==> config.mk <==
export PLATFORM = sky130hd
export DESIGN_NAME = hcbp_back
export DESIGN_NICKNAME = d
export VERILOG_FILES = /design/src/rtl/hcbp_pkg.sv /design/src/rtl/hcbp_back.sv
export SDC_FILE = /design/constraint.sdc
export NUM_CORES = 2
export LEC_CHECK = 0
export ABC_AREA = 1
export BUFFER_PORTS_ARGS = -buffer_cell sky130_fd_sc_hd__buf_4
export CORE_UTILIZATION = 25
export DETAILED_ROUTE_END_ITERATION = 16
export GPL_TIMING_DRIVEN = 0
export MAX_ROUTING_LAYER = met4
export SLEW_MARGIN = 30
export SYNTH_ARGS = -nofsm -noshare
export SYNTH_HDL_FRONTEND = slang
export SYNTH_SLANG_ARGS = --single-unit
==> constraint.sdc <==
create_clock -name clk_i -period 5.2 [get_ports clk_i]
set_input_delay 0.26 -clock clk_i [delete_from_list [all_inputs] [get_ports clk_i]]
set_output_delay 0.26 -clock clk_i [all_outputs]
set_load 0.01 [all_outputs]
==> src/rtl/hcbp_pkg.sv <==
`default_nettype none

package hcbp_pkg;

  localparam int BYTE_BITS        = 8;
  localparam int MAX_CODE_LEN     = 32;
  localparam int CODE_BITS        = 32;
  localparam int LEN_BITS         = 6;
  localparam int SYM_BITS         = 8;
  localparam int ZCNT_BITS        = 4;
  localparam int DEF_SYMBOL_COUNT = 128;
  localparam int QUEUE_DEPTH      = 2;
  localparam int ZSTORE_DEPTH     = 256;
  localparam int ACC_BITS         = BYTE_BITS - 1;
  localparam int WORK_BITS        = CODE_BITS + BYTE_BITS;

  typedef enum logic [1:0] {
    ACT_LOAD   = 2'd0,
    ACT_ENCODE = 2'd1,
    ACT_FLUSH  = 2'd2,
    ACT_NONE   = 2'd3
  } hcbp_action_e;

  typedef enum logic [1:0] {
    CMD_ENCODE = 2'd0,
    CMD_FLUSH  = 2'd1,
    CMD_ERROR  = 2'd2
  } hcbp_kind_e;

  typedef enum logic {
    BK_IDLE = 1'b0,
    BK_EMIT = 1'b1
  } hcbp_state_e;

  typedef struct packed {
    hcbp_kind_e             kind;
    logic [CODE_BITS-1:0]   code;
    logic [LEN_BITS-1:0]    len;
  } hcbp_cmd_t;

  typedef struct packed {
    logic [BYTE_BITS-1:0]   out_byte;
    logic [3:0]             bits_in_byte;
    logic [ZCNT_BITS-1:0]   zero_count;
    logic [ZCNT_BITS-1:0]   collision;
    logic                   error;
    logic                   last;
  } hcbp_res_t;

  function automatic logic [ZCNT_BITS-1:0] lead_zeros(logic [BYTE_BITS-1:0] left,
                                                      logic [3:0] k);
    logic [ZCNT_BITS-1:0] z;
    logic                 found;
    z     = '0;
    found = 1'b0;
    for (int i = BYTE_BITS - 1; i >= 0; i--) begin
      if (!found && !left[i]) begin
        z = z + 1'b1;
      end else begin
        found = 1'b1;
      end
    end
    if (z > k) begin
      z = k;
    end
    return z;
  endfunction

endpackage

`default_nettype wire

==> src/rtl/hcbp_back.sv <==
`default_nettype none

module hcbp_back import hcbp_pkg::*; (
  input  wire logic      clk_i,
  input  wire logic      rst_ni,
  input  wire logic      cmd_valid_i,
  output logic           cmd_ready_o,
  input  wire hcbp_cmd_t cmd_i,
  output logic           res_valid_o,
  input  wire logic      res_ready_i,
  output hcbp_res_t      res_o
);

  localparam int ZAddrW = $clog2(ZSTORE_DEPTH);

  hcbp_state_e            state_q, state_d;
  logic [ACC_BITS-1:0]    acc_q, acc_d;
  logic [2:0]             cnt_q, cnt_d;
  logic [WORK_BITS-1:0]   work_q, work_d;
  logic [LEN_BITS-1:0]    total_q, total_d;

  logic                   rec_valid;
  hcbp_res_t              rec;
  logic [WORK_BITS-1:0]   enc_work;
  logic [LEN_BITS-1:0]    enc_total;
  logic [LEN_BITS-1:0]    rem;
  logic [BYTE_BITS-1:0]   flush_left;

  logic                   b_valid_q;
  hcbp_res_t              b_rec_q;
  hcbp_res_t              b_out;
  logic [ZCNT_BITS-1:0]   b_mem_q;
  logic                   b_vld_q;
  logic                   b_hit_q;
  logic [ZCNT_BITS-1:0]   b_fwd_q;
  logic                   b_fire, a_free;
  logic [ZCNT_BITS-1:0]   b_store;
  logic                   b_wr, b_coll;
  logic [ZCNT_BITS-1:0]   coll_q, coll_new;

  logic [ZCNT_BITS-1:0]   zmem [ZSTORE_DEPTH];
  logic [ZSTORE_DEPTH-1:0] zvld_q;

  logic                   c_valid_q;
  hcbp_res_t              c_rec_q;

  assign b_fire = b_valid_q && (!c_valid_q || res_ready_i);
  assign a_free = !b_valid_q || b_fire;

  assign enc_work   = {acc_q, {(CODE_BITS + 1){1'b0}}} |
                      ({cmd_i.code, {BYTE_BITS{1'b0}}} >> cnt_q);
  assign enc_total  = LEN_BITS'(cnt_q) + cmd_i.len;
  assign rem        = total_q - LEN_BITS'(BYTE_BITS);
  assign flush_left = {acc_q, 1'b0};

  always_comb begin
    state_d     = state_q;
    acc_d       = acc_q;
    cnt_d       = cnt_q;
    work_d      = work_q;
    total_d     = total_q;
    cmd_ready_o = 1'b0;
    rec_valid   = 1'b0;
    rec         = '0;
    case (state_q)
      BK_IDLE: begin
        if (cmd_valid_i && a_free) begin
          cmd_ready_o = 1'b1;
          case (cmd_i.kind)
            CMD_ERROR: begin
              rec_valid  = 1'b1;
              rec.error  = 1'b1;
              rec.last   = 1'b1;
            end
            CMD_FLUSH: begin
              if (cnt_q != '0) begin
                rec_valid        = 1'b1;
                rec.out_byte     = flush_left >> (4'(BYTE_BITS) - 4'(cnt_q));
                rec.bits_in_byte = 4'(cnt_q);
                rec.zero_count   = lead_zeros(flush_left, 4'(cnt_q));
                rec.last         = 1'b1;
                acc_d            = '0;
                cnt_d            = '0;
              end
            end
            CMD_ENCODE: begin
              if (enc_total >= LEN_BITS'(BYTE_BITS)) begin
                work_d  = enc_work;
                total_d = enc_total;
                state_d = BK_EMIT;
              end else begin
                acc_d = enc_work[WORK_BITS-1 -: ACC_BITS];
                cnt_d = enc_total[2:0];
              end
            end
            default: begin
              rec_valid = 1'b0;
            end
          endcase
        end
      end
      BK_EMIT: begin
        if (a_free) begin
          rec_valid        = 1'b1;
          rec.out_byte     = work_q[WORK_BITS-1 -: BYTE_BITS];
          rec.bits_in_byte = 4'(BYTE_BITS);
          rec.zero_count   = lead_zeros(work_q[WORK_BITS-1 -: BYTE_BITS], 4'(BYTE_BITS));
          rec.last         = rem < LEN_BITS'(BYTE_BITS);
          work_d           = work_q << BYTE_BITS;
          total_d          = rem;
          if (rem < LEN_BITS'(BYTE_BITS)) begin
            acc_d   = work_q[WORK_BITS-BYTE_BITS-1 -: ACC_BITS];
            cnt_d   = rem[2:0];
            state_d = BK_IDLE;
          end
        end
      end
      default: begin
        state_d = BK_IDLE;
      end
    endcase
  end

  assign b_store  = b_hit_q ? b_fwd_q : (b_vld_q ? b_mem_q : '0);
  assign b_wr     = b_valid_q && !b_rec_q.error && (b_rec_q.zero_count != '0) &&
                    (b_store == '0);
  assign b_coll   = b_valid_q && !b_rec_q.error && !b_wr &&
                    (b_store != b_rec_q.zero_count);
  assign coll_new = b_coll ? b_rec_q.zero_count : coll_q;

  always_comb begin
    b_out           = b_rec_q;
    b_out.collision = coll_new;
  end

  always_ff @(posedge clk_i or negedge rst_ni) begin
    if (!rst_ni) begin
      state_q   <= BK_IDLE;
      acc_q     <= '0;
      cnt_q     <= '0;
      total_q   <= '0;
      b_valid_q <= 1'b0;
      c_valid_q <= 1'b0;
      coll_q    <= '0;
      zvld_q    <= '0;
    end else begin
      state_q <= state_d;
      acc_q   <= acc_d;
      cnt_q   <= cnt_d;
      total_q <= total_d;
      if (rec_valid) begin
        b_valid_q <= 1'b1;
      end else if (b_fire) begin
        b_valid_q <= 1'b0;
      end
      if (b_fire) begin
        c_valid_q <= 1'b1;
        coll_q    <= coll_new;
      end else if (res_ready_i) begin
        c_valid_q <= 1'b0;
      end
      if (b_fire && b_wr) begin
        zvld_q[b_rec_q.out_byte[ZAddrW-1:0]] <= 1'b1;
      end
    end
  end

  always_ff @(posedge clk_i) begin
    work_q <= work_d;
    if (rec_valid) begin
      b_rec_q <= rec;
      b_mem_q <= zmem[rec.out_byte[ZAddrW-1:0]];
      b_vld_q <= zvld_q[rec.out_byte[ZAddrW-1:0]];
      b_hit_q <= b_fire && b_wr && (b_rec_q.out_byte == rec.out_byte);
      b_fwd_q <= b_rec_q.zero_count;
    end
    if (b_fire && b_wr) begin
      zmem[b_rec_q.out_byte[ZAddrW-1:0]] <= b_rec_q.zero_count;
    end
    if (b_fire) begin
      c_rec_q <= b_out;
    end
  end

  assign res_valid_o = c_valid_q;
  assign res_o       = c_rec_q;

endmodule

`default_nettype wire

==> impl_metrics.tcl <==
set metrics [dict create \
    slowest_delay_ps 580 \
    tns_ps -94.4 \
    syn_area_um2 63300 \
    ys_top_cells_by_area "edfxtp_1 53%, dfrtp_1 11%, nand3_1 10%, nand2_1 7.4%, inv_1 4.7%" \
    wl_mm 234 \
    maxSlewHeadroom 0.222 \
    dpl_worst_slack_ps -1560 \
    dieArea_um2 255000 \
    num_vias 50217 \
    critPathMaxFanout 19 \
    final_util 0.298 \
    synth_cell_types 48 \
    nets 6715 \
    place.port_buffers 67 \
    powerDensity_nw_per_um2 571 \
    initial_utilization 0.252 \
    worst_pin_slew_ps 1170 \
    pin_count 68 \
    synth-seq-cells 1392 \
    crit_top_cell "nand3_1" \
    fin_ws_ps -94.4 \
    grt_pass1_wl_mm 333 \
    start_kind "flip-flop" \
    die_y_um 505 \
    worstRegToRegCells 20 \
    drive_gt1_frac 0.106 \
    wl_per_cell_um 23.1 \
    cp-end-kind "flip-flop" \
    postRouteAntennaNets 0 \
    critPathKind "flip-flop to flip-flop" \
    rrSetupSlack_ps -90 \
    clock_latency_ps 830 \
    dr.first_iter.drc_count 6785 \
    arrival_ps 5950 \
    violations "negative setup slack" \
    syn_to_final_growth_pct 18.3 \
    cts_buffers 141 \
    clk_pin_slew_worst_paths_ps 70 \
    synth_top_area_share 0.528 \
    fmax_mhz 189 \
    fin_crit_sh 1.02 \
    grt.overflow.total 0 \
    syn-num-nets 6385 \
    cp_slowest_cell "clkbuf_1" \
    dieWidth_um 505 \
    max_cap_viol_count 0 \
    dpl.hpwl_mm 170 \
    clock_skew_ps 37.6 \
    r2r_end "b_mem_q[3]" \
    min_period_ps 5290 \
    crit_end "b_mem_q[3]" \
    antenna_found_initial 17 \
    cts_tree "yes" \
    cp.depth 20 \
    route.detailed.drc 0 \
    grt_use_total 0.184 \
    std_cell_rows 184 \
    reg2reg_from "cnt_q[0]" \
    core_um2 252000 \
    final-hold-violation-count 0 \
    power_mw 42.8 \
    cts_max_level 4 \
    rsz0062_at_grt "false" \
    grt_max_degree 85 \
    outcome "finished, violations left" \
    ir_worst_vdd_uv 460 \
    synth_top_cell_by_area "edfxtp_1" \
    cp-startpoint "cnt_q[0]" \
    synth.avg_cell_area_um2 10.0 \
    vias_per_cell 4.96 \
    cp_top_family "simple AND/OR/NAND/NOR gates" \
    cp_num_buf_inv 7 \
    synth-seq-area-share 0.638 \
    slew_viol_final 0 \
    syn_inst 6318 \
    p_leak_nw 29.5 \
    gp_routability_congestion 0.997 \
    clock_sinks 1392 \
    hp-class "input port to flip-flop" \
    crit_path_cell_trace "inv_2 -> clkbuf_4 -> clkbuf_4 -> ha_1 -> ha_1 -> nor2_2 -> nand4_4 -> nor2_4 -> buf_4 -> o211ai_1 -> o21a_1 -> buf_2 -> inv_2 -> clkbuf_1 -> nand3_1 -> nand3_1 -> nand3_1 -> nand3_1 -> nand3_1 -> nand2_1" \
    cp.required_ps 5860 \
    placed_area_um2 69900 \
    post-route-cell-area_um2 74900 \
    first_global_vias 48244 \
    clk_path_buf_depth 3 \
    ys.warnings.count 0 \
    root_buffer "clkbuf_16" \
    setup_viol 1 \
    dr.pass1.iters 9 \
]
==> timing repair <==
item	4_1_cts	5_1_grt
hold buffers	16	0
endpoints found under the setup margin	6	6
setup buffers	2	1
gates resized for setup	35	58
pin swaps	1	1
endpoints found under the hold margin	131	0
==> stage by stage <==
step           instances  hold slack [ps]
2_1_floorplan       6318            -35.6
3_3_place_gp        9733              432
4_1_cts            10110             2.75
3_5_place_dp        9836              187
6_report           10124             25.0
5_1_grt            10116             49.1
==> kinds of logic after synthesis <==
kind of cell / share of synthesized area
fa+ha+maj: 0.00466
flops: 0.638
compound gates: 0.0412
mux: 0.000652
buf+inv: 0.0789
xor+xnor: 0.00290
simple gates: 0.234
==> power breakdown <==
group | internal [mW] | total (mW) | leakage, nW | switching [mW]
clock network | 5.97 | 10.5 | 2.28 | 4.55
registers | 13.8 | 14.1 | 12.7 | 0.356
logic | 4.66 | 18.1 | 14.5 | 13.5
total | 24.4 | 42.8 | 29.5 | 18.4
==> worst min-delay path, cell delays in order <==
cell	delay, ps
buf_4	110
nand2_1	70
nand3_1	70
nand2_1	70
o221ai_1	140
==> layer usage <==
metal  share of wire  track usage  wire length (um)  vias up
li1                -            -                 -    22030
met1            0.39        0.232             91900    24607
met2            0.44        0.273            102000     2902
met3            0.11       0.0418             25800      678
met4           0.060        0.101             14200        0
met5               0            -                 0        -
==> layout by cell type, fill, tap and decap left out, types with 24 or more instances in the layout <==
| master | netlist | final |
|---|---|---|
| nand3_1 | 1283 | 1280 |
| nand2_1 | 1241 | 1237 |
| edfxtp_1 | 1113 | 1113 |
| inv_1 | 793 | 792 |
| nand3b_1 | 288 | 288 |
| dfrtp_1 | 279 | 277 |
| nor2_1 | 321 | 275 |
| o21ai_0 | 267 | 266 |
| clkbuf_1 | 240 | 207 |
| clkbuf_16 | 0 | 148 |
| buf_2 | 130 | 127 |
| buf_4 | 33 | 108 |
| o211ai_1 | 79 | 79 |
| clkbuf_2 | 1 | 62 |
| nor2_2 | 1 | 47 |
| buf_6 | 3 | 43 |
| buf_8 | 0 | 43 |
| o21ai_1 | 35 | 36 |
| buf_1 | 38 | 26 |
| o221ai_1 | 26 | 26 |
| clkinv_1 | 2 | 24 |
==> final cells by class <==
| cell class | count | area (um^2) |
|---|---|---|
| buffer | 442 | 2130 |
| multi-input combinational | 3678 | 18100 |
| clock inverter | 65 | 719 |
| antenna | 13 | 32.5 |
| sequential | 1392 | 40400 |
| fill | 25875 | 177000 |
| timing repair buffer | 190 | 2400 |
| tap | 3348 | 4190 |
| inverter | 803 | 3020 |
| clock buffer | 193 | 3960 |
==> cell usage after synthesis (all sizes together) <==
library cell / instances
a221oi: 2
nand3b: 288
o21ai: 303
clkinv: 2
and2: 1
a22o: 6
nor3: 8
fa: 1
a21oi: 14
and3: 1
or2: 16
mux2: 1
inv: 801
ha: 22
nand4: 13
nor2: 323
dfrtp: 279
o22ai: 10
mux2i: 3
a31oi: 4
a22oi: 2
nand2: 1246
o221ai: 26
nand3: 1284
nor3b: 1
nor4: 1
o21a: 2
xor2: 17
clkbuf: 241
xnor2: 4
edfxtp: 1113
buf: 204
o211ai: 79
==> worst min path at each step <==
| stage | from | cells past startpoint | end |
|---|---|---|---|
| 2_1_floorplan | rst_ni | 0 | acc_q[0] |
| 3_3_place_gp | b_out[13] | 0 | res_o[13] |
| 3_5_place_dp | rst_ni | 1 | total_q[4] |
| 4_1_cts | cmd_i[9] | 5 | work_q[9] |
| 5_1_grt | rst_ni | 3 | res_valid_o |
| 6_report | cmd_i[9] | 5 | work_q[9] |
==> registers in the layout, summed over array words and instances (netlist names) <==
register,flops
acc_q,7
b_fwd_q,4
b_hit_q,1
b_mem_q,4
b_out,18
b_valid_q,1
b_vld_q,1
cnt_q,3
coll_q,4
res_o,22
res_valid_o,1
state_q,1
total_q,6
work_q,39
zmem,1024
zvld_q,256
No activity file was read; power rests on OpenSTA's default activity.
