--- config.mk ---
export PLATFORM = sky130hd
export DESIGN_NAME = hcbp_fifo
export DESIGN_NICKNAME = d
export VERILOG_FILES = /design/src/rtl/hcbp_pkg.sv /design/src/rtl/hcbp_fifo.sv
export SDC_FILE = /design/constraint.sdc
export NUM_CORES = 1
export LEC_CHECK = 0
export ABC_AREA = 1
export ABC_CLOCK_PERIOD_IN_PS = 8850
export BUFFER_PORTS_ARGS = -buffer_cell sky130_fd_sc_hd__clkbuf_2
export CORE_UTILIZATION = 51
export CTS_CLUSTER_DIAMETER = 60
export DETAILED_ROUTE_END_ITERATION = 10
export HOLD_SLACK_MARGIN = 0.15
export PLACE_DENSITY = 0.79
export SLEW_MARGIN = 0
export SYNTH_ARGS = -nofsm -noshare
export SYNTH_HDL_FRONTEND = slang
export SYNTH_SLANG_ARGS = --single-unit
--- constraint.sdc ---
create_clock -name clk_i -period 8.85 [get_ports clk_i]
set_clock_uncertainty 0.15 [all_clocks]
set_input_delay 0.4425 -clock clk_i [delete_from_list [all_inputs] [get_ports clk_i]]
set_output_delay 0.4425 -clock clk_i [all_outputs]
set_load 0.02 [all_outputs]
--- src/rtl/hcbp_pkg.sv ---
`default_nettype none

package hcbp_pkg;

  localparam int BYTE_BITS        = 8;
  localparam int MAX_CODE_LEN     = 32;
  localparam int CODE_BITS        = 32;
  localparam int LEN_BITS         = 6;
  localparam int SYM_BITS         = 8;
  localparam int ZCNT_BITS        = 4;
  localparam int DEF_SYMBOL_COUNT = 128;
  localparam int QUEUE_DEPTH      = 2;
  localparam int ZSTORE_DEPTH     = 256;
  localparam int ACC_BITS         = BYTE_BITS - 1;
  localparam int WORK_BITS        = CODE_BITS + BYTE_BITS;

  typedef enum logic [1:0] {
    ACT_LOAD   = 2'd0,
    ACT_ENCODE = 2'd1,
    ACT_FLUSH  = 2'd2,
    ACT_NONE   = 2'd3
  } hcbp_action_e;

  typedef enum logic [1:0] {
    CMD_ENCODE = 2'd0,
    CMD_FLUSH  = 2'd1,
    CMD_ERROR  = 2'd2
  } hcbp_kind_e;

  typedef enum logic {
    BK_IDLE = 1'b0,
    BK_EMIT = 1'b1
  } hcbp_state_e;

  typedef struct packed {
    hcbp_kind_e             kind;
    logic [CODE_BITS-1:0]   code;
    logic [LEN_BITS-1:0]    len;
  } hcbp_cmd_t;

  typedef struct packed {
    logic [BYTE_BITS-1:0]   out_byte;
    logic [3:0]             bits_in_byte;
    logic [ZCNT_BITS-1:0]   zero_count;
    logic [ZCNT_BITS-1:0]   collision;
    logic                   error;
    logic                   last;
  } hcbp_res_t;

  function automatic logic [ZCNT_BITS-1:0] lead_zeros(logic [BYTE_BITS-1:0] left,
                                                      logic [3:0] k);
    logic [ZCNT_BITS-1:0] z;
    logic                 found;
    z     = '0;
    found = 1'b0;
    for (int i = BYTE_BITS - 1; i >= 0; i--) begin
      if (!found && !left[i]) begin
        z = z + 1'b1;
      end else begin
        found = 1'b1;
      end
    end
    if (z > k) begin
      z = k;
    end
    return z;
  endfunction

endpackage

`default_nettype wire

--- src/rtl/hcbp_fifo.sv ---
`default_nettype none

module hcbp_fifo import hcbp_pkg::*; (
  input  wire logic      clk_i,
  input  wire logic      rst_ni,
  input  wire logic      in_valid_i,
  output logic           in_ready_o,
  input  wire hcbp_cmd_t in_i,
  output logic           out_valid_o,
  input  wire logic      out_ready_i,
  output hcbp_cmd_t      out_o
);

  localparam int PtrW = (QUEUE_DEPTH > 1) ? $clog2(QUEUE_DEPTH) : 1;
  localparam int CntW = $clog2(QUEUE_DEPTH + 1);
  localparam logic [PtrW-1:0] LastPtr = PtrW'(QUEUE_DEPTH - 1);
  localparam logic [CntW-1:0] Full    = CntW'(QUEUE_DEPTH);

  hcbp_cmd_t       mem_q [QUEUE_DEPTH];
  logic [PtrW-1:0] wr_ptr_q, rd_ptr_q;
  logic [CntW-1:0] count_q;
  logic            push, pop;

  assign in_ready_o  = count_q != Full;
  assign out_valid_o = count_q != '0;
  assign out_o       = mem_q[rd_ptr_q];
  assign push        = in_valid_i && in_ready_o;
  assign pop         = out_valid_o && out_ready_i;

  always_ff @(posedge clk_i or negedge rst_ni) begin
    if (!rst_ni) begin
      wr_ptr_q <= '0;
      rd_ptr_q <= '0;
      count_q  <= '0;
    end else begin
      if (push) begin
        wr_ptr_q <= (wr_ptr_q == LastPtr) ? '0 : wr_ptr_q + 1'b1;
      end
      if (pop) begin
        rd_ptr_q <= (rd_ptr_q == LastPtr) ? '0 : rd_ptr_q + 1'b1;
      end
      if (push && !pop) begin
        count_q <= count_q + 1'b1;
      end else if (pop && !push) begin
        count_q <= count_q - 1'b1;
      end
    end
  end

  always_ff @(posedge clk_i) begin
    if (push) begin
      mem_q[wr_ptr_q] <= in_i;
    end
  end

endmodule

`default_nettype wire

==> results of run 1 <==
cell type report:
cell class              count  area share, %
well taps                  75           2.21
inverters                   7          0.738
repair buffers            127           19.9
flip-flops and latches     84           59.0
clock inverters             5           1.24
multi-input cells         138           13.8
clock buffers              11           3.10
stage by stage:
step | setup slack, ns | area, sq um
after CTS | 6.27 | 4230
after detailed placement | 6.65 | 3640
after global routing | 6.14 | 4240
after global placement | 6.66 | 3640
final | 6.31 | 4240
after floorplan | 5.96 | 3190
cell families after synthesis:
group	Yosys count	share of synthesized area [%]
xor+xnor	2	0.784
fa+ha+maj	1	0.392
buf+inv	16	3.80
flops	84	78.4
simple gates	135	16.7
per-layer routing:
| metal | global-route usage [%] | up-vias | part of all wire (%) |
|---|---|---|---|
| li1 | - | 1048 | - |
| met1 | 22.4 | 977 | 40 |
| met2 | 33.9 | 93 | 52 |
| met5 | 0 | - | 0 |
| met3 | 4.61 | 14 | 6.1 |
| met4 | 9.64 | 0 | 2.0 |
critical path: cells and delay by family (launching register included):
| kind | cells | cell delay, ns |
|---|---|---|
| buffers and inverters | 3 | 0.73 |
| flip-flops | 1 | 0.68 |
| AND/OR/NAND/NOR | 2 | 0.16 |
timing repair:
item / 4_1_cts / 5_1_grt
hold buffers: 40 / 1
endpoints found under the hold margin: 82 / 1
buffers inserted: 0 / 0
state kept, by name, summed over array words and instances, names as in the netlist:
name      flops
rd_ptr_q      1
wr_ptr_q      1
mem_q        80
count_q       2
path summary, 6_finish.rpt:
| kind | end | slack (ns) | depth (start not counted) | startpoint |
|---|---|---|---|---|
| setup / recovery | out_o[18] | 6.31 | 5 | rd_ptr_q |
| hold / removal | rd_ptr_q | 0.22 | 3 | out_ready_i |
| setup reg to reg | mem_q[0][21] | 6.78 | 4 | count_q[0] |
| hold reg to reg | count_q[0] | 0.38 | 1 | count_q[0] |
| max in group asynchronous | count_q[0] | 8.14 | 2 | rst_ni |
| min in group asynchronous | wr_ptr_q | 0.28 | 2 | rst_ni |
layout by cell type (no fill, tap or decap), types with 3 or more instances in the layout:
master / count
clkinv_2: 3
dfrtp_1: 4
clkbuf_2: 85
clkbuf_8: 9
nand2_1: 126
inv_1: 4
edfxtp_1: 80
dlygate4sd3_1: 41
power groups by stage:
stage          clock (uW)  combinational [uW]  sequential, uW
6_report              258                 497             583
5_1_grt               274                 554             591
4_1_cts               259                 503             583
3_5_place_dp            0                 488             591
3_3_place_gp            0                 482             589
2_1_floorplan           0                 369             577
==> results.sh, run 1 <==
export IMPL_status="complete, no violations"
export IMPL_cap_viol_max_count=0
export IMPL_setup_tns_ns=0
export IMPL_clockRootBuffer="clkbuf_8"
export IMPL_whs_ns=0.218
export IMPL_rsz0062_at_grt="no"
export IMPL_finalSetupViolCount=0
export IMPL_cp_end_kind="primary output"
export IMPL_synth_warnings=0
export IMPL_critical_path_class="register to primary output"
export IMPL_synth_area_leaders="edfxtp_1, nand2_1, dfrtp_1"
export IMPL_cp_max_fo=41
export IMPL_worst_path_largest_cell_delay_ns=0.68
export IMPL_routed_wirelength_mm=5.88
export IMPL_antennaDiodeCount=0
export IMPL_coreArea_sq_mm=0.00599
export IMPL_viasPerCell=4.77
export IMPL_port_buffers=85
export IMPL_crit_slowest_cell="dfrtp_1"
export IMPL_synth_edf_count=80
export IMPL_drtPass1Iterations=4
export IMPL_p_seq_share_pct=43.5
export IMPL_ir_drop_mv=0.198
export IMPL_post_route_period_util_pct=28.7
export IMPL_vias=2132
export IMPL_htreeDepth=3
export IMPL_register_area_sq_mm=0.00250
export IMPL_required_ns=8.26
export IMPL_worst_slew_pin_slew_ns=1.17
export IMPL_rows=28
export IMPL_relSlewSlack_pct=21.8
export IMPL_yosysTopAreaCellShare_pct=75.2
export IMPL_power_frac_clock_pct=19.3
export IMPL_hold_path_class="input pin to register"
export IMPL_leakage_uw=0.00186
export IMPL_ys_types=17
export IMPL_ant_nets=0
export IMPL_clk_latency_ns=0.34
export IMPL_grt_pass1_wl_mm=9.06
export IMPL_ys_seq_area_share_pct=78.4
export IMPL_yosysMostFrequentCell="nand2_1"
export IMPL_switching_share_pct=38.5
export IMPL_hpwl_mm=3.27
export IMPL_yosys_area_top_type="edfxtp_1"
export IMPL_ys_seq_elements=84
export IMPL_first_global_vias=2030
export IMPL_clockBufferDepth=2
export IMPL_cts_buffers=9
export IMPL_dieWidth_um=81.1
export IMPL_syn_to_final_growth_pct=32.8
export IMPL_drive_gt1_share_pct=29.6
export IMPL_maxSlewViolCount=0
export IMPL_track_usage_pct=19.5
export IMPL_cts_tree="done"
export IMPL_max_freq_mhz=394
export IMPL_multi_input_comb_area_sq_um=584
export IMPL_cp_arrival_ns=1.94
export IMPL_async_flop_share_pct=4.76
export IMPL_avgRoutedWirePerCell_um=13.1
export IMPL_fin_util_pct=70.8
export IMPL_ys_flop_type="edfxtp_1"
export IMPL_syn_area_sq_mm=0.00319
export IMPL_die_area_sq_mm=0.00658
export IMPL_drc_errors=0
export IMPL_startpoint_type="register"
export IMPL_grt_start_max_net_pins=42
export IMPL_dpl_cell_count=390
export IMPL_syn_inst=238
export IMPL_path_clk_slew_ns=0.07
export IMPL_fin_total_pwr_uw=1340
export IMPL_start_util_pct=53.3
export IMPL_final_cell_count_no_fill=447
export IMPL_die_h_um=81.1
export IMPL_pwr_share_comb_pct=37.2
export IMPL_syn_num_nets=283
export IMPL_cts_resized=0
export IMPL_avgSynthCellArea_sq_um=13.4
export IMPL_layout_nets=412
export IMPL_antenna_found_initial=0
export IMPL_nFillCells=411
export IMPL_powerDensity_mw_per_mm2=316
export IMPL_drt_initial_drc_count=116
export IMPL_cpMostUsedCell="nand2_1"
export IMPL_overflow=0
export IMPL_p_int_uw=822
export IMPL_finalHoldViolations=0
export IMPL_clock_sinks=84
export IMPL_synth_common_cells="nand2_1, edfxtp_1"
export IMPL_path_cells="buf_4 -> inv_6 -> nand2_1 -> nand2_1 -> clkbuf_2"
export IMPL_io_pins=86
export IMPL_power_net_switching_uw=516
export IMPL_layout_min_cycle_time_ns=2.54
export IMPL_gp_congestion=0.689
No activity file was read; power rests on OpenSTA's default activity.
==> run 2: changes to the inputs <==
--- a/config.mk
+++ b/config.mk
@@ -6,7 +6,7 @@
 export NUM_CORES = 1
 export LEC_CHECK = 0
 export ABC_AREA = 1
-export ABC_CLOCK_PERIOD_IN_PS = 8850
+export ABC_CLOCK_PERIOD_IN_PS = 2500
 export BUFFER_PORTS_ARGS = -buffer_cell sky130_fd_sc_hd__clkbuf_2
 export CORE_UTILIZATION = 51
 export CTS_CLUSTER_DIAMETER = 60
==> constraint.sdc (replaced) <==
create_clock -name clk_i -period 2.5 [get_ports clk_i]
set_clock_uncertainty 0.15 [all_clocks]
set_input_delay 0.125 -clock clk_i [delete_from_list [all_inputs] [get_ports clk_i]]
set_output_delay 0.125 -clock clk_i [all_outputs]
set_load 0.02 [all_outputs]
==> run 2 against run 1 <==
  * Cell count increased by 0.89%
  * Register-to-register slack got worse by 6.1 ns
  * Largest power group unchanged
  * Critical endpoint is now out_o[31]
  * Core utilization increased by 0.56 points
  * Critical path depth decreased by 1
  * Clock power increased to 3.0 times the previous value
  * Hold slack improved by 0.15 ns
  * Highest routed layer unchanged
  * Largest cell class unchanged
==> results.sh, run 2 (synthesis gave the netlist of run 1 again) <==
export IMPL_ant_nets=0
export IMPL_overflow=0
export IMPL_required_ns=2.23
export IMPL_pwr_share_comb_pct=39.4
export IMPL_avgRoutedWirePerCell_um=12.8
export IMPL_cpMostUsedCell="nand2_1"
export IMPL_min_to="mem_q[1][25]"
export IMPL_hp_start="in_i[25]"
export IMPL_dieWidth_um=81.1
export IMPL_ir_drop_mv=0.604
export IMPL_layout_common_cells="nand2_1, clkbuf_2, edfxtp_1, dlygate4sd3_1, clkbuf_8"
export IMPL_rsz0062_at_grt="no"
export IMPL_p_seq_share_pct=44.0
export IMPL_cts_resized=0
export IMPL_grt_start_max_net_pins=42
export IMPL_startpoint_type="register"
export IMPL_path_delay_family="flip-flops"
export IMPL_rr_endpoint="mem_q[0][9]"
export IMPL_drc_errors=0
export IMPL_cap_viol_max_count=0
export IMPL_hold_path_class="input pin to register"
export IMPL_worst_slew_pin_slew_ns=0.586
export IMPL_cts_post_setup_buffers_inserted=0
export IMPL_clockBufferDepth=2
export IMPL_final_common_cell="nand2_1"
export IMPL_path_cells="buf_4 -> nand2_1 -> nand2_1 -> clkbuf_2"
export IMPL_syn_to_final_growth_pct=33.8
export IMPL_clock_sinks=84
export IMPL_vias=2100
export IMPL_largest_reg_flops=80
export IMPL_clk_latency_ns=0.33
export IMPL_reg2reg_depth=5
export IMPL_finalHoldViolations=0
export IMPL_start_util_pct=53.3
export IMPL_switching_share_pct=38.8
export IMPL_viasPerCell=4.66
export IMPL_cp_end_kind="primary output"
export IMPL_drive_gt1_share_pct=28.7
export IMPL_io_pins=86
export IMPL_die_area_sq_mm=0.00658
export IMPL_powerDensity_mw_per_mm2=1090
export IMPL_reg_top3="mem_q (80), count_q (2)"
export IMPL_gp_congestion=0.725
export IMPL_regMostFlops="mem_q"
export IMPL_fin_total_pwr_uw=4650
export IMPL_leakage_uw=0.00187
export IMPL_path_clk_slew_ns=0.08
export IMPL_drt_initial_drc_count=115
export IMPL_path_buf_inv=2
export IMPL_status="complete, no violations"
export IMPL_critical_path_class="register to primary output"
export IMPL_p_int_uw=2850
export IMPL_finalSetupViolCount=0
export IMPL_cp_max_fo=30
export IMPL_maxSlewViolCount=0
export IMPL_first_global_vias=1955
export IMPL_cts_tree="done"
export IMPL_routed_wirelength_mm=5.75
export IMPL_layout_nets=417
export IMPL_max_freq_mhz=477
export IMPL_crit_slowest_cell="dfrtp_1"
export IMPL_antennaDiodeCount=0
export IMPL_cts_buffers=9
export IMPL_placed_cell_area_sq_mm=0.00368
export IMPL_post_route_period_util_pct=83.8
export IMPL_worst_path_largest_cell_delay_ns=0.65
export IMPL_coreArea_sq_mm=0.00599
export IMPL_whs_path_depth=2
export IMPL_reg2reg_from="count_q[0]"
export IMPL_layout_min_cycle_time_ns=2.10
export IMPL_nFillCells=423
export IMPL_design_area_sq_mm=0.00427
export IMPL_cp_arrival_ns=1.82
export IMPL_htreeDepth=3
export IMPL_power_frac_clock_pct=16.6
export IMPL_port_buffers=85
export IMPL_rows=28
export IMPL_die_h_um=81.1
export IMPL_hpwl_mm=3.44
export IMPL_track_usage_pct=18.9
export IMPL_grt_pass1_wl_mm=8.76
export IMPL_relSlewSlack_pct=60.9
export IMPL_clockRootBuffer="clkbuf_8"
export IMPL_drtPass1Iterations=4
export IMPL_r2r_slack_ns=0.70
export IMPL_fin_util_pct=71.3
export IMPL_antenna_found_initial=0
export IMPL_power_net_switching_uw=1800
[run 2: power by group through the flow]
stage / Clock [uW] / Combinational, uW / Sequential [uW]
6_report: 771 / 1830 / 2050
5_1_grt: 830 / 2010 / 2080
4_1_cts: 775 / 1850 / 2050
3_5_place_dp: 0 / 1790 / 2080
3_3_place_gp: 0 / 1760 / 2070
2_1_floorplan: 0 / 1310 / 2040
[run 2: timing repair]
action / in CTS / in global routing
endpoints found under the hold margin: 87 / 0
hold buffers: 44 / 0
setup endpoints to repair: 0 / 0
[run 2: cell type report]
type / instances / area [sq um] / area share [%]
Multi-Input combinational cell: 138 / 584 / 13.7
Clock inverter: 1 / 5.00 / 0.117
Tap cell: 75 / 93.8 / 2.20
Inverter: 7 / 31.3 / 0.732
Sequential cell: 84 / 2500 / 58.6
Timing Repair Buffer: 132 / 913 / 21.4
Clock buffer: 14 / 143 / 3.34
[run 2: worst reg2reg max path: stages (launching register included)]
cell	delay (ns)
dfrtp_1	0.40
inv_2	0.08
nand2_4	0.07
nand2_4	0.08
nor2_4	0.47
buf_12	0.25
[run 2: stage by stage]
stage	worst slack (ns)	setup TNS, ns	hold WS, ns	std cells
after CTS	0.419	0	0.344	451
after detailed placement	0.697	0	-0.206	392
after floorplan	-0.391	-31.29	-0.321	238
final	0.404	0	0.364	451
after global placement	0.722	0	-0.207	392
after global routing	0.309	0	0.359	451
[run 2: worst max-delay path by stage]
| stage | startpoint | endpoint | cells past startpoint |
|---|---|---|---|
| after floorplan | count_q[0] | mem_q[0][0] | 4 |
| after global placement | count_q[0] | mem_q[0][11] | 5 |
| after detailed placement | count_q[0] | mem_q[0][11] | 5 |
| after CTS | rd_ptr_q | out_o[35] | 4 |
| after global routing | rd_ptr_q | out_o[23] | 4 |
| final | rd_ptr_q | out_o[31] | 4 |
[run 2: per-layer routing]
layer	GRT usage, %	share of wire [%]	up-vias
li1	-	-	1058
met1	22.0	41	957
met2	33.4	52	69
met3	3.26	4.5	16
met4	10.0	2.2	0
met5	0	0	-
